<file path="src/rtl/bdq_pkg.sv">
// bounded deque package: sizes, codes, payload and control types
package bdq_pkg;

  localparam int unsigned DEPTH   = 16;
  localparam int unsigned PTR_W   = $clog2(DEPTH);
  localparam int unsigned CNT_W   = $clog2(DEPTH + 1);
  localparam int unsigned WORD_W  = 32;
  localparam int unsigned CMD_W   = 3;
  localparam int unsigned STAT_W  = 2;
  localparam int unsigned OCC_W   = 5;

  // command codes
  localparam logic [CMD_W-1:0] CMD_PUSH_FRONT = 3'd0;
  localparam logic [CMD_W-1:0] CMD_PUSH_BACK  = 3'd1;
  localparam logic [CMD_W-1:0] CMD_POP_FRONT  = 3'd2;
  localparam logic [CMD_W-1:0] CMD_POP_BACK   = 3'd3;
  localparam logic [CMD_W-1:0] CMD_SHOW       = 3'd4;

  // result status codes
  localparam logic [STAT_W-1:0] STATUS_OK       = 2'd0;
  localparam logic [STAT_W-1:0] STATUS_OVERFLOW = 2'd1;
  localparam logic [STAT_W-1:0] STATUS_EMPTY    = 2'd2;

  typedef struct packed {
    logic [CMD_W-1:0]         command;
    logic signed [WORD_W-1:0] value;
  } in_item_t;

  typedef struct packed {
    logic [STAT_W-1:0]        status;
    logic signed [WORD_W-1:0] data;
    logic [OCC_W-1:0]         occupancy;
    logic                     last;
  } out_item_t;

  typedef enum logic [1:0] {
    S_IDLE,
    S_POP,
    S_SHOW
  } state_e;

  typedef enum logic [2:0] {
    OP_NONE,
    OP_PUSH_FRONT,
    OP_PUSH_BACK,
    OP_POP_FRONT,
    OP_POP_BACK,
    OP_SHOW,
    OP_STEP
  } op_e;

  // controller to datapath
  typedef struct packed {
    op_e               op;
    logic              load;
    logic [STAT_W-1:0] status;
    logic              use_rd;
    logic              last;
  } ctrl_cmd_t;

  // datapath to controller
  typedef struct packed {
    logic full;
    logic empty;
    logic out_busy;
    logic show_last;
  } dp_stat_t;

endpackage

</file>
<file path="src/rtl/bdq_datapath.sv">
// bounded deque datapath: circular store, pointers, count and result register
module bdq_datapath (
  input  logic                clk_i,
  input  logic                rst_ni,
  input  bdq_pkg::ctrl_cmd_t  cmd_i,
  input  logic signed [bdq_pkg::WORD_W-1:0] value_i,
  input  logic                out_ready_i,
  output bdq_pkg::dp_stat_t   stat_o,
  output logic                out_valid_o,
  output bdq_pkg::out_item_t  out_data_o
);

  localparam int unsigned PW = bdq_pkg::PTR_W;
  localparam int unsigned CW = bdq_pkg::CNT_W;

  function automatic logic [PW-1:0] idx_next(input logic [PW-1:0] i);
    return (i == PW'(bdq_pkg::DEPTH - 1)) ? '0 : i + PW'(1);
  endfunction

  function automatic logic [PW-1:0] idx_prev(input logic [PW-1:0] i);
    return (i == '0) ? PW'(bdq_pkg::DEPTH - 1) : i - PW'(1);
  endfunction

  logic [bdq_pkg::WORD_W-1:0] mem_q [bdq_pkg::DEPTH];
  logic [bdq_pkg::WORD_W-1:0] rdata_q;

  logic [PW-1:0] head_q, head_d, tail_q, tail_d, walk_q, walk_d;
  logic [CW-1:0] held_q, held_d, left_q, left_d;
  logic [PW-1:0] waddr, raddr;
  logic          we;

  logic               out_valid_q, out_valid_d;
  bdq_pkg::out_item_t out_q, out_d;

  always_comb begin
    head_d = head_q;
    tail_d = tail_q;
    held_d = held_q;
    walk_d = walk_q;
    left_d = left_q;
    we     = 1'b0;
    waddr  = tail_q;
    raddr  = walk_q;
    unique case (cmd_i.op)
      bdq_pkg::OP_PUSH_FRONT: begin
        head_d = idx_prev(head_q);
        waddr  = idx_prev(head_q);
        we     = 1'b1;
        held_d = held_q + CW'(1);
      end
      bdq_pkg::OP_PUSH_BACK: begin
        waddr  = tail_q;
        we     = 1'b1;
        tail_d = idx_next(tail_q);
        held_d = held_q + CW'(1);
      end
      bdq_pkg::OP_POP_FRONT: begin
        raddr  = head_q;
        head_d = idx_next(head_q);
        held_d = held_q - CW'(1);
      end
      bdq_pkg::OP_POP_BACK: begin
        raddr  = idx_prev(tail_q);
        tail_d = idx_prev(tail_q);
        held_d = held_q - CW'(1);
      end
      bdq_pkg::OP_SHOW: begin
        raddr  = head_q;
        walk_d = head_q;
        left_d = held_q;
      end
      bdq_pkg::OP_STEP: begin
        raddr  = idx_next(walk_q);
        walk_d = idx_next(walk_q);
        left_d = left_q - CW'(1);
      end
      bdq_pkg::OP_NONE: begin
        raddr = walk_q;
      end
      default: begin
        raddr = walk_q;
      end
    endcase
  end

  always_ff @(posedge clk_i) begin
    if (we) begin
      mem_q[waddr] <= value_i;
    end
    rdata_q <= mem_q[raddr];
  end

  always_ff @(posedge clk_i or negedge rst_ni) begin
    if (!rst_ni) begin
      head_q <= '0;
      tail_q <= '0;
      held_q <= '0;
      walk_q <= '0;
      left_q <= '0;
    end else begin
      head_q <= head_d;
      tail_q <= tail_d;
      held_q <= held_d;
      walk_q <= walk_d;
      left_q <= left_d;
    end
  end

  // result register
  always_comb begin
    out_valid_d = out_valid_q && !out_ready_i;
    out_d       = out_q;
    if (cmd_i.load) begin
      out_valid_d     = 1'b1;
      out_d.status    = cmd_i.status;
      out_d.data      = cmd_i.use_rd ? rdata_q : '0;
      out_d.occupancy = bdq_pkg::OCC_W'(held_d);
      out_d.last      = cmd_i.last;
    end
  end

  always_ff @(posedge clk_i or negedge rst_ni) begin
    if (!rst_ni) begin
      out_valid_q <= 1'b0;
    end else begin
      out_valid_q <= out_valid_d;
    end
  end

  always_ff @(posedge clk_i) begin
    out_q <= out_d;
  end

  assign stat_o.full      = (held_q == CW'(bdq_pkg::DEPTH));
  assign stat_o.empty     = (held_q == '0);
  assign stat_o.out_busy  = out_valid_q;
  assign stat_o.show_last = (left_q == CW'(1));

  assign out_valid_o = out_valid_q;
  assign out_data_o  = out_q;

`ifndef ASSERT_OFF
  a_held_bound: assert property (@(posedge clk_i) disable iff (!rst_ni)
    held_q <= CW'(bdq_pkg::DEPTH))
    else $error("word count above depth");

  a_ptr_meet: assert property (@(posedge clk_i) disable iff (!rst_ni)
    (held_q == '0 || held_q == CW'(bdq_pkg::DEPTH)) |-> head_q == tail_q)
    else $error("head and tail apart on empty or full deque");

  a_no_overwrite: assert property (@(posedge clk_i) disable iff (!rst_ni)
    (cmd_i.load && out_valid_q) |-> out_ready_i)
    else $error("pending result overwritten");
`endif

endmodule

</file>
<file path="src/rtl/bdq_ctrl.sv">
// bounded deque controller: command decode and show sequencing
module bdq_ctrl (
  input  logic                    clk_i,
  input  logic                    rst_ni,
  input  logic                    in_valid_i,
  input  logic [bdq_pkg::CMD_W-1:0] command_i,
  input  logic                    out_ready_i,
  input  bdq_pkg::dp_stat_t       stat_i,
  output logic                    in_ready_o,
  output bdq_pkg::ctrl_cmd_t      cmd_o
);

  bdq_pkg::state_e state_q, state_d;
  logic            slot_free;
  logic            accept;

  assign slot_free = !stat_i.out_busy || out_ready_i;

  always_ff @(posedge clk_i or negedge rst_ni) begin
    if (!rst_ni) begin
      state_q <= bdq_pkg::S_IDLE;
    end else begin
      state_q <= state_d;
    end
  end

  always_comb begin
    state_d       = state_q;
    in_ready_o    = 1'b0;
    accept        = 1'b0;
    cmd_o.op      = bdq_pkg::OP_NONE;
    cmd_o.load    = 1'b0;
    cmd_o.status  = bdq_pkg::STATUS_OK;
    cmd_o.use_rd  = 1'b0;
    cmd_o.last    = 1'b1;
    unique case (state_q)
      bdq_pkg::S_IDLE: begin
        in_ready_o = slot_free;
        accept     = in_valid_i && slot_free;
        if (accept) begin
          priority case (command_i)
            bdq_pkg::CMD_PUSH_FRONT, bdq_pkg::CMD_PUSH_BACK: begin
              cmd_o.load = 1'b1;
              if (stat_i.full) begin
                cmd_o.status = bdq_pkg::STATUS_OVERFLOW;
              end else begin
                cmd_o.op = (command_i == bdq_pkg::CMD_PUSH_FRONT) ?
                           bdq_pkg::OP_PUSH_FRONT : bdq_pkg::OP_PUSH_BACK;
              end
            end
            bdq_pkg::CMD_POP_FRONT, bdq_pkg::CMD_POP_BACK: begin
              if (stat_i.empty) begin
                cmd_o.load   = 1'b1;
                cmd_o.status = bdq_pkg::STATUS_EMPTY;
              end else begin
                cmd_o.op = (command_i == bdq_pkg::CMD_POP_FRONT) ?
                           bdq_pkg::OP_POP_FRONT : bdq_pkg::OP_POP_BACK;
                state_d  = bdq_pkg::S_POP;
              end
            end
            bdq_pkg::CMD_SHOW: begin
              if (stat_i.empty) begin
                cmd_o.load   = 1'b1;
                cmd_o.status = bdq_pkg::STATUS_EMPTY;
              end else begin
                cmd_o.op = bdq_pkg::OP_SHOW;
                state_d  = bdq_pkg::S_SHOW;
              end
            end
            default: begin
              // unused command codes are dropped without a result
            end
          endcase
        end
      end
      bdq_pkg::S_POP: begin
        cmd_o.load   = 1'b1;
        cmd_o.use_rd = 1'b1;
        state_d      = bdq_pkg::S_IDLE;
      end
      bdq_pkg::S_SHOW: begin
        if (slot_free) begin
          cmd_o.load   = 1'b1;
          cmd_o.use_rd = 1'b1;
          cmd_o.last   = stat_i.show_last;
          if (stat_i.show_last) begin
            state_d = bdq_pkg::S_IDLE;
          end else begin
            cmd_o.op = bdq_pkg::OP_STEP;
          end
        end
      end
      default: begin
        state_d = bdq_pkg::S_IDLE;
      end
    endcase
  end

`ifndef ASSERT_OFF
  a_pop_slot_free: assert property (@(posedge clk_i) disable iff (!rst_ni)
    state_q == bdq_pkg::S_POP |-> !stat_i.out_busy)
    else $error("pop result with result register still occupied");

  a_pop_returns: assert property (@(posedge clk_i) disable iff (!rst_ni)
    state_q == bdq_pkg::S_POP |=> state_q == bdq_pkg::S_IDLE)
    else $error("pop did not return to idle");
`endif

endmodule

</file>
<file path="src/rtl/bounded_deque_unit.sv">
// bounded deque top level: controller and datapath
//
// bounded double-ended queue of signed 32-bit words held in a circular store
// of bdq_pkg::DEPTH entries (16), with push front, push back, pop front, pop
// back and show commands. every accepted transaction gives one result except
// show on a non-empty deque, which gives one result per held word from front
// to rear with last set on the rear word, and unused command codes, which give
// none. a push on a full deque answers overflow and leaves the store alone; a
// pop or show on an empty deque answers empty with data zero. occupancy is the
// word count after the command. timing: pushes, and any command answered with
// overflow or empty, are answered from the idle state; a pop passes through
// the pop state because the store has one registered read port; a show gives
// one word per cycle through that same read port while the result register
// is free. the result sits in an output register, so the next transaction is
// taken in the cycle the previous result is taken, or at once if the register
// is empty; out_ready low stalls the unit. reset clears head, tail and count;
// store contents need no clearing since only held words are ever read.
module bounded_deque_unit (
  input  logic                clk_i,
  input  logic                rst_ni,
  input  logic                in_valid_i,
  output logic                in_ready_o,
  input  bdq_pkg::in_item_t   in_data_i,
  output logic                out_valid_o,
  input  logic                out_ready_i,
  output bdq_pkg::out_item_t  out_data_o
);

  // command and status between the two halves
  bdq_pkg::ctrl_cmd_t ctrl_cmd;
  bdq_pkg::dp_stat_t  dp_stat;

  // decodes each transaction and walks the store during show
  bdq_ctrl u_ctrl (
    .clk_i       (clk_i),
    .rst_ni      (rst_ni),
    .in_valid_i  (in_valid_i),
    .command_i   (in_data_i.command),
    .out_ready_i (out_ready_i),
    .stat_i      (dp_stat),
    .in_ready_o  (in_ready_o),
    .cmd_o       (ctrl_cmd)
  );

  // store, pointers, count and the output result register
  bdq_datapath u_datapath (
    .clk_i       (clk_i),
    .rst_ni      (rst_ni),
    .cmd_i       (ctrl_cmd),
    .value_i     (in_data_i.value),
    .out_ready_i (out_ready_i),
    .stat_o      (dp_stat),
    .out_valid_o (out_valid_o),
    .out_data_o  (out_data_o)
  );

endmodule

</file>
<file path="config.mk">
export PLATFORM = sky130hd
export DESIGN_NAME = bounded_deque_unit
export DESIGN_NICKNAME = d
export VERILOG_FILES = /design/src/rtl/bdq_pkg.sv /design/src/rtl/bdq_datapath.sv /design/src/rtl/bdq_ctrl.sv /design/src/rtl/bounded_deque_unit.sv
export SDC_FILE = /design/constraint.sdc
export NUM_CORES = 1
export LEC_CHECK = 0
export BUFFER_PORTS_ARGS = -buffer_cell sky130_fd_sc_hd__clkbuf_2
export CORE_MARGIN = 2
export CORE_UTILIZATION = 58
export DETAILED_ROUTE_END_ITERATION = 12
export PLACE_DENSITY_LB_ADDON = 0.15
export SLEW_MARGIN = 20
export SYNTH_ARGS = -nofsm -noshare
export SYNTH_HDL_FRONTEND = slang
export SYNTH_HIERARCHICAL = 1
export SYNTH_SLANG_ARGS = --single-unit
</file>
<file path="constraint.sdc">
create_clock -name clk_i -period 5.55 [get_ports clk_i]
set_input_delay 0.2775 -clock clk_i [delete_from_list [all_inputs] [get_ports clk_i]]
set_output_delay 0.2775 -clock clk_i [all_outputs]
set_load 0.02 [all_outputs]
</file>
* After elaboration in Yosys (flattened, before gate mapping)
Memories as Yosys holds them, arrays and structs flattened. A register that Yosys moved wholly into a read port is not among the register bits.
Index checks and enable logic that the tools add are counted.
** Storage, ports and cells
- Register bits after elaboration :: 65
- Bits in writable memories :: 512
- Bits of input ports :: 39
- Output and inout bits :: 42
- Word-level logic and storage cells :: 103
- Memories :: 1
** Memories
- u_datapath.mem_q :: depth 16, bits a word 32, rd ports 1, clocked after Yosys merged registers in 1, write ports 1, line bdq_datapath.sv:24 : logic [bdq_pkg::WORD_W-1:0] mem_q [bdq_pkg::DEPTH];
** Operators by class
- $add $sub $neg :: 8
- Eq/ne operators :: 23
- Multiplexer cells :: 39
- Reduce and logical (&&, ||, !) cells :: 21
** Operators by type and width (count)
- $mux W4 :: 7
- $pmux W4 S2 :: 3
- $pmux W5 S2 :: 2
- $mux W3 :: 6
- $pmux W6 S3 :: 1
- $mux W2 :: 7
- $add A4 B1 Y4 const B :: 3
- $eq A3 B2 Y1 const B :: 4
- $eq A3 B3 Y1 const B :: 4
- $eq A4 B4 Y1 const B :: 3
- $pmux W4 S3 :: 1
- $reduce_or A2 Y1 :: 5
- $sub A5 B1 Y5 const B :: 2
- $ne A3 B3 Y1 const B :: 3
- $logic_not A4 Y1 :: 2
- $pmux W2 S2 :: 2
- $sub A4 B1 Y4 const B :: 2
- $eq A3 B1 Y1 const B :: 2
- $mux W1 :: 6
- $mux W6 :: 1
- $ne A2 B1 Y1 const B :: 3
- $pmux W3 S2 :: 1
- $reduce_and A6 Y1 :: 1
- $reduce_bool A2 Y1 :: 3
- other kinds (14) :: 17

* Logic depth before layout (Yosys ltp)
- Depth after elaboration :: 11
- Mapped depth :: 18

* By module
The synthesis kept the hierarchy.
** Modules (own cells, without submodules)
- bdq_datapath :: times used 1, cells an instance 1784, area an instance 24125.6 um^2, seq. area each 17792.1 um^2
- bdq_ctrl :: times used 1, cells an instance 44, area an instance 354.1 um^2, seq. area each 50.0 um^2

* Least setup slack after synthesis
Ideal clock, no wire load.
- Path type :: register -> register
- Start point :: reg u_datapath.held_q[1]
- End point :: reg u_datapath.out_q, in the netlist u_datapath/out_data_o[0], enable pin
- Arrival :: 4.134 ns
- Data required time :: 5.049 ns
- Path slack :: 0.916 ns
- Stages on the path, launching flop included :: 5
- Buffers on the path :: 0
- Period minus slack after synthesis :: 4.634 ns
- Cell sequence :: dfrtp_1 > nor4_1 > nor2b_1 > a2111oi_1 > a211oi_1
** RTL lines
- from (decl) :: line bdq_datapath.sv:28 : logic [CW-1:0] held_q, held_d, left_q, left_d;
- from (signal assigned) :: line bdq_datapath.sv:103 : held_q <= held_d;
- to (signal assigned) :: line bdq_datapath.sv:131 : out_q <= out_d;
- to (decl) :: line bdq_datapath.sv:33 : bdq_pkg::out_item_t out_q, out_d;

==> impl_results.md <==
- ANT nets after route: 0
- CTS tree: done
- Routed wire length: 56150 microns
- Vias per cell: 6.048
- Total grt overflow: 0
- IO Pins: 81
- Status: complete, no violations
- Leak: 10.13 nW
- Layout cells sized above 1: 13.17%
- Synth cell count leaders: edfxtp_1, nand2_1, nand3_1
- Async S/R FF share, synth: 4.105%
- Largest net degree at the start of global routing: 127
- Worst-margin pin slew: 1.125 ns
- Die H: 209.4 microns
- Clk_lat worst skew: 0.62 ns
- Yosys cell types: 68
- Mean post-synth cell area: 13.39 sq um
- Global-route usage over all layers: 26.01%
- Yosys warns: 6
- Reg2reg setup slack: 1.08 ns
- Count leader, synth: edfxtp_1
- Max clock buf depth: 3
- Hpwl dp: 30680 microns
- Vias in the first global route: 14960
- Pins over their slew limit: 0
- Yosys reg bits: 609
- DRC viols: 0
- Number of enable flip-flop cells after synthesis: 552
- Min cycle time layout: 4.469 ns
- H-Tree Depth: 2
- Synth Flop Type: edfxtp_1
- Final std cell area, no fill: 27830 sq um
- Util after Layout: 66.64%
- DR vias: 15110
- Clock Skew: 0.01135 ns
- Fill cells: 2927
- Reg clk slew, reported paths: 0.06 ns
- FMAX: 0.2238 GHz
- CP required: 6.04 ns
- Total of max-cap violations: 0
- Synth area leader: edfxtp_1
- Fin nets: 1961
- Cell area after synthesis: 24480 sq um
- Sequential-to-total area share from yosys stat: 72.89%
- Crit Path Max Fanout: 38
- Critical path arrival: 4.96 ns
- Die Footprint: 43870 sq um
- Syn Inst Count: 1828
- Synth top area cells: edfxtp_1, nand2_1, nand3_1, mux2i_1, dfxtp_1
- # setup viols final: 0
- Row count: 75
- Root buffer cell: clkbuf_16
- DIE WIDTH: 209.4 microns
- Pwr Total: 15.23 mW
- Initial Util: 58.62%
- Mapped Nets: 1882
- Dpl cell area: 25710 sq um
- VDD IR max: 0.3580 mV
- Final hold vios: 0
- Final worst-path cycle share: 80.52%
- Critical Path Source Type: register
- TritonCTS buffer count: 60
- Critical path class: reg -> reg
- Power per cell area: 547.4 nW/um^2
- Area growth from synthesis to layout: 13.68%
- Initial antenna violation count: 2
- Max-slew headroom: 24.81%
- Top cell type's share of synthesized area: 67.71%
- Post-cts repair resize count: 0
- 1st-iter DRT viols: 1437
- Critical Path End Type: register
- Core area: 41760 sq um
- RSZ-0062 raised after global routing: no
- Setup_tns: 0 ns
- First-pass GRT wire length: 86730 microns
- DR pass1 iterations: 7
- I/O Buffers: 80
- # clock sinks: 609
- Gp weighted congestion: 0.8422
- Wirelength per Cell: 22.47 microns
- Worst min-delay path category: in -> reg
## where the power goes
group          internal [mW]  total [mW]  switching [mW]
clock network           2.56        4.26            1.69
registers               5.66        5.96           0.301
logic                   1.65        5.02            3.37
total                   9.87        15.2            5.36
## cells by family (layout without fill, tap and decap cells)
| family | Yosys count | in the layout | synth area share, % |
|---|---|---|---|
| buf+inv | 127 | 258 | 2.566 |
| other cells | 0 | 1 | 0 |
| xor+xnor | 11 | 11 | 0.3936 |
| compound gates | 134 | 134 | 3.977 |
| flops | 609 | 609 | 72.89 |
| simple gates | 830 | 830 | 15.19 |
| fa+ha+maj | 15 | 15 | 0.7974 |
| mux | 102 | 102 | 4.191 |
## layout by cell type (no fill, tap or decap), types with 18 or more instances in the layout
| master | count |
|---|---|
| nor2_4 | 18 |
| clkbuf_2 | 80 |
| inv_1 | 20 |
| dfxtp_1 | 32 |
| nand3_1 | 291 |
| mux2i_1 | 98 |
| edfxtp_1 | 552 |
| clkbuf_16 | 62 |
| dfrtp_1 | 25 |
| a32oi_1 | 32 |
| nor2_1 | 28 |
| nand2_1 | 414 |
| and2_1 | 35 |
| buf_4 | 28 |
| a21oi_1 | 27 |
## registers in the layout (all words and copies together), names as in the netlist, 4 cells and up
signal                 cells
u_datapath/head_q          4
u_datapath/held_q          5
u_datapath/left_q          5
u_datapath/mem_q         512
u_datapath/out_data_o     40
u_datapath/rdata_q        32
u_datapath/tail_q          4
u_datapath/walk_q          4
## per-layer routing
layer	vias up	part of all wire, %	global-route usage, %
met5	-	0.030	0
li1	6865	-	-
met3	103	6.4	3.950
met1	7559	43	36.15
met2	584	49	43.02
met4	2	2.2	7.857
## critical path, stage by stage (launching register included)
cell      delay, ns
dfrtp_1        0.42
inv_1          0.10
ha_1           0.26
nand3_1        0.28
o31ai_4        0.90
buf_4          0.31
nand2b_1       0.08
a21oi_1        0.31
a221o_4        0.63
buf_12         0.30
mux2i_1        0.22
mux2i_1        0.12
a32oi_1        0.25
nand3_1        0.10
## path summary, 6_finish.rpt
| kind | startpoint | endpoint | cells after the start |
|---|---|---|---|
| min in group asynchronous | rst_ni | u_datapath/walk_q[1] | 2 |
| max reg2reg | u_ctrl/state_q[0] | u_datapath/rdata_q[11] | 13 |
| min reg2reg | u_datapath/rdata_q[29] | u_datapath/out_data_o[35] | 1 |
| min | in_data_i[22] | u_datapath/mem_q[3][22] | 1 |
| max | u_ctrl/state_q[0] | u_datapath/rdata_q[11] | 13 |
| max in group asynchronous | rst_ni | u_datapath/head_q[2] | 2 |
## repair_timing
action,4_1_cts,5_1_grt
setup buffers,0,0
hold buffers,2,0
endpoints found under the hold margin,26,0
## area by class of cell
type | instances | area [sq um] | area share [%]
flip-flops and latches | 609 | 17840 | 64.12
multi-input cells | 1092 | 6245 | 22.44
well taps | 539 | 674.4 | 2.423
clock inverters | 34 | 435.4 | 1.565
inverters | 21 | 78.83 | 0.2833
clock buffers | 80 | 1659 | 5.962
repair buffers | 123 | 890.9 | 3.201
diodes | 1 | 2.502 | 0.008992
## per-stage QoR
step / hold slack, ns / setup slack [ns] / std cells
finish: 0.06400 / 1.081 / 2499
floorplan: -0.01809 / 0.9156 / 1828
global placement: 0.3415 / 1.229 / 2382
global route: 0.07833 / 0.6494 / 2499
CTS: 0.03015 / 1.121 / 2498
detailed placement: 0.3531 / 1.140 / 2382
Power figures use the tool's default switching activity.
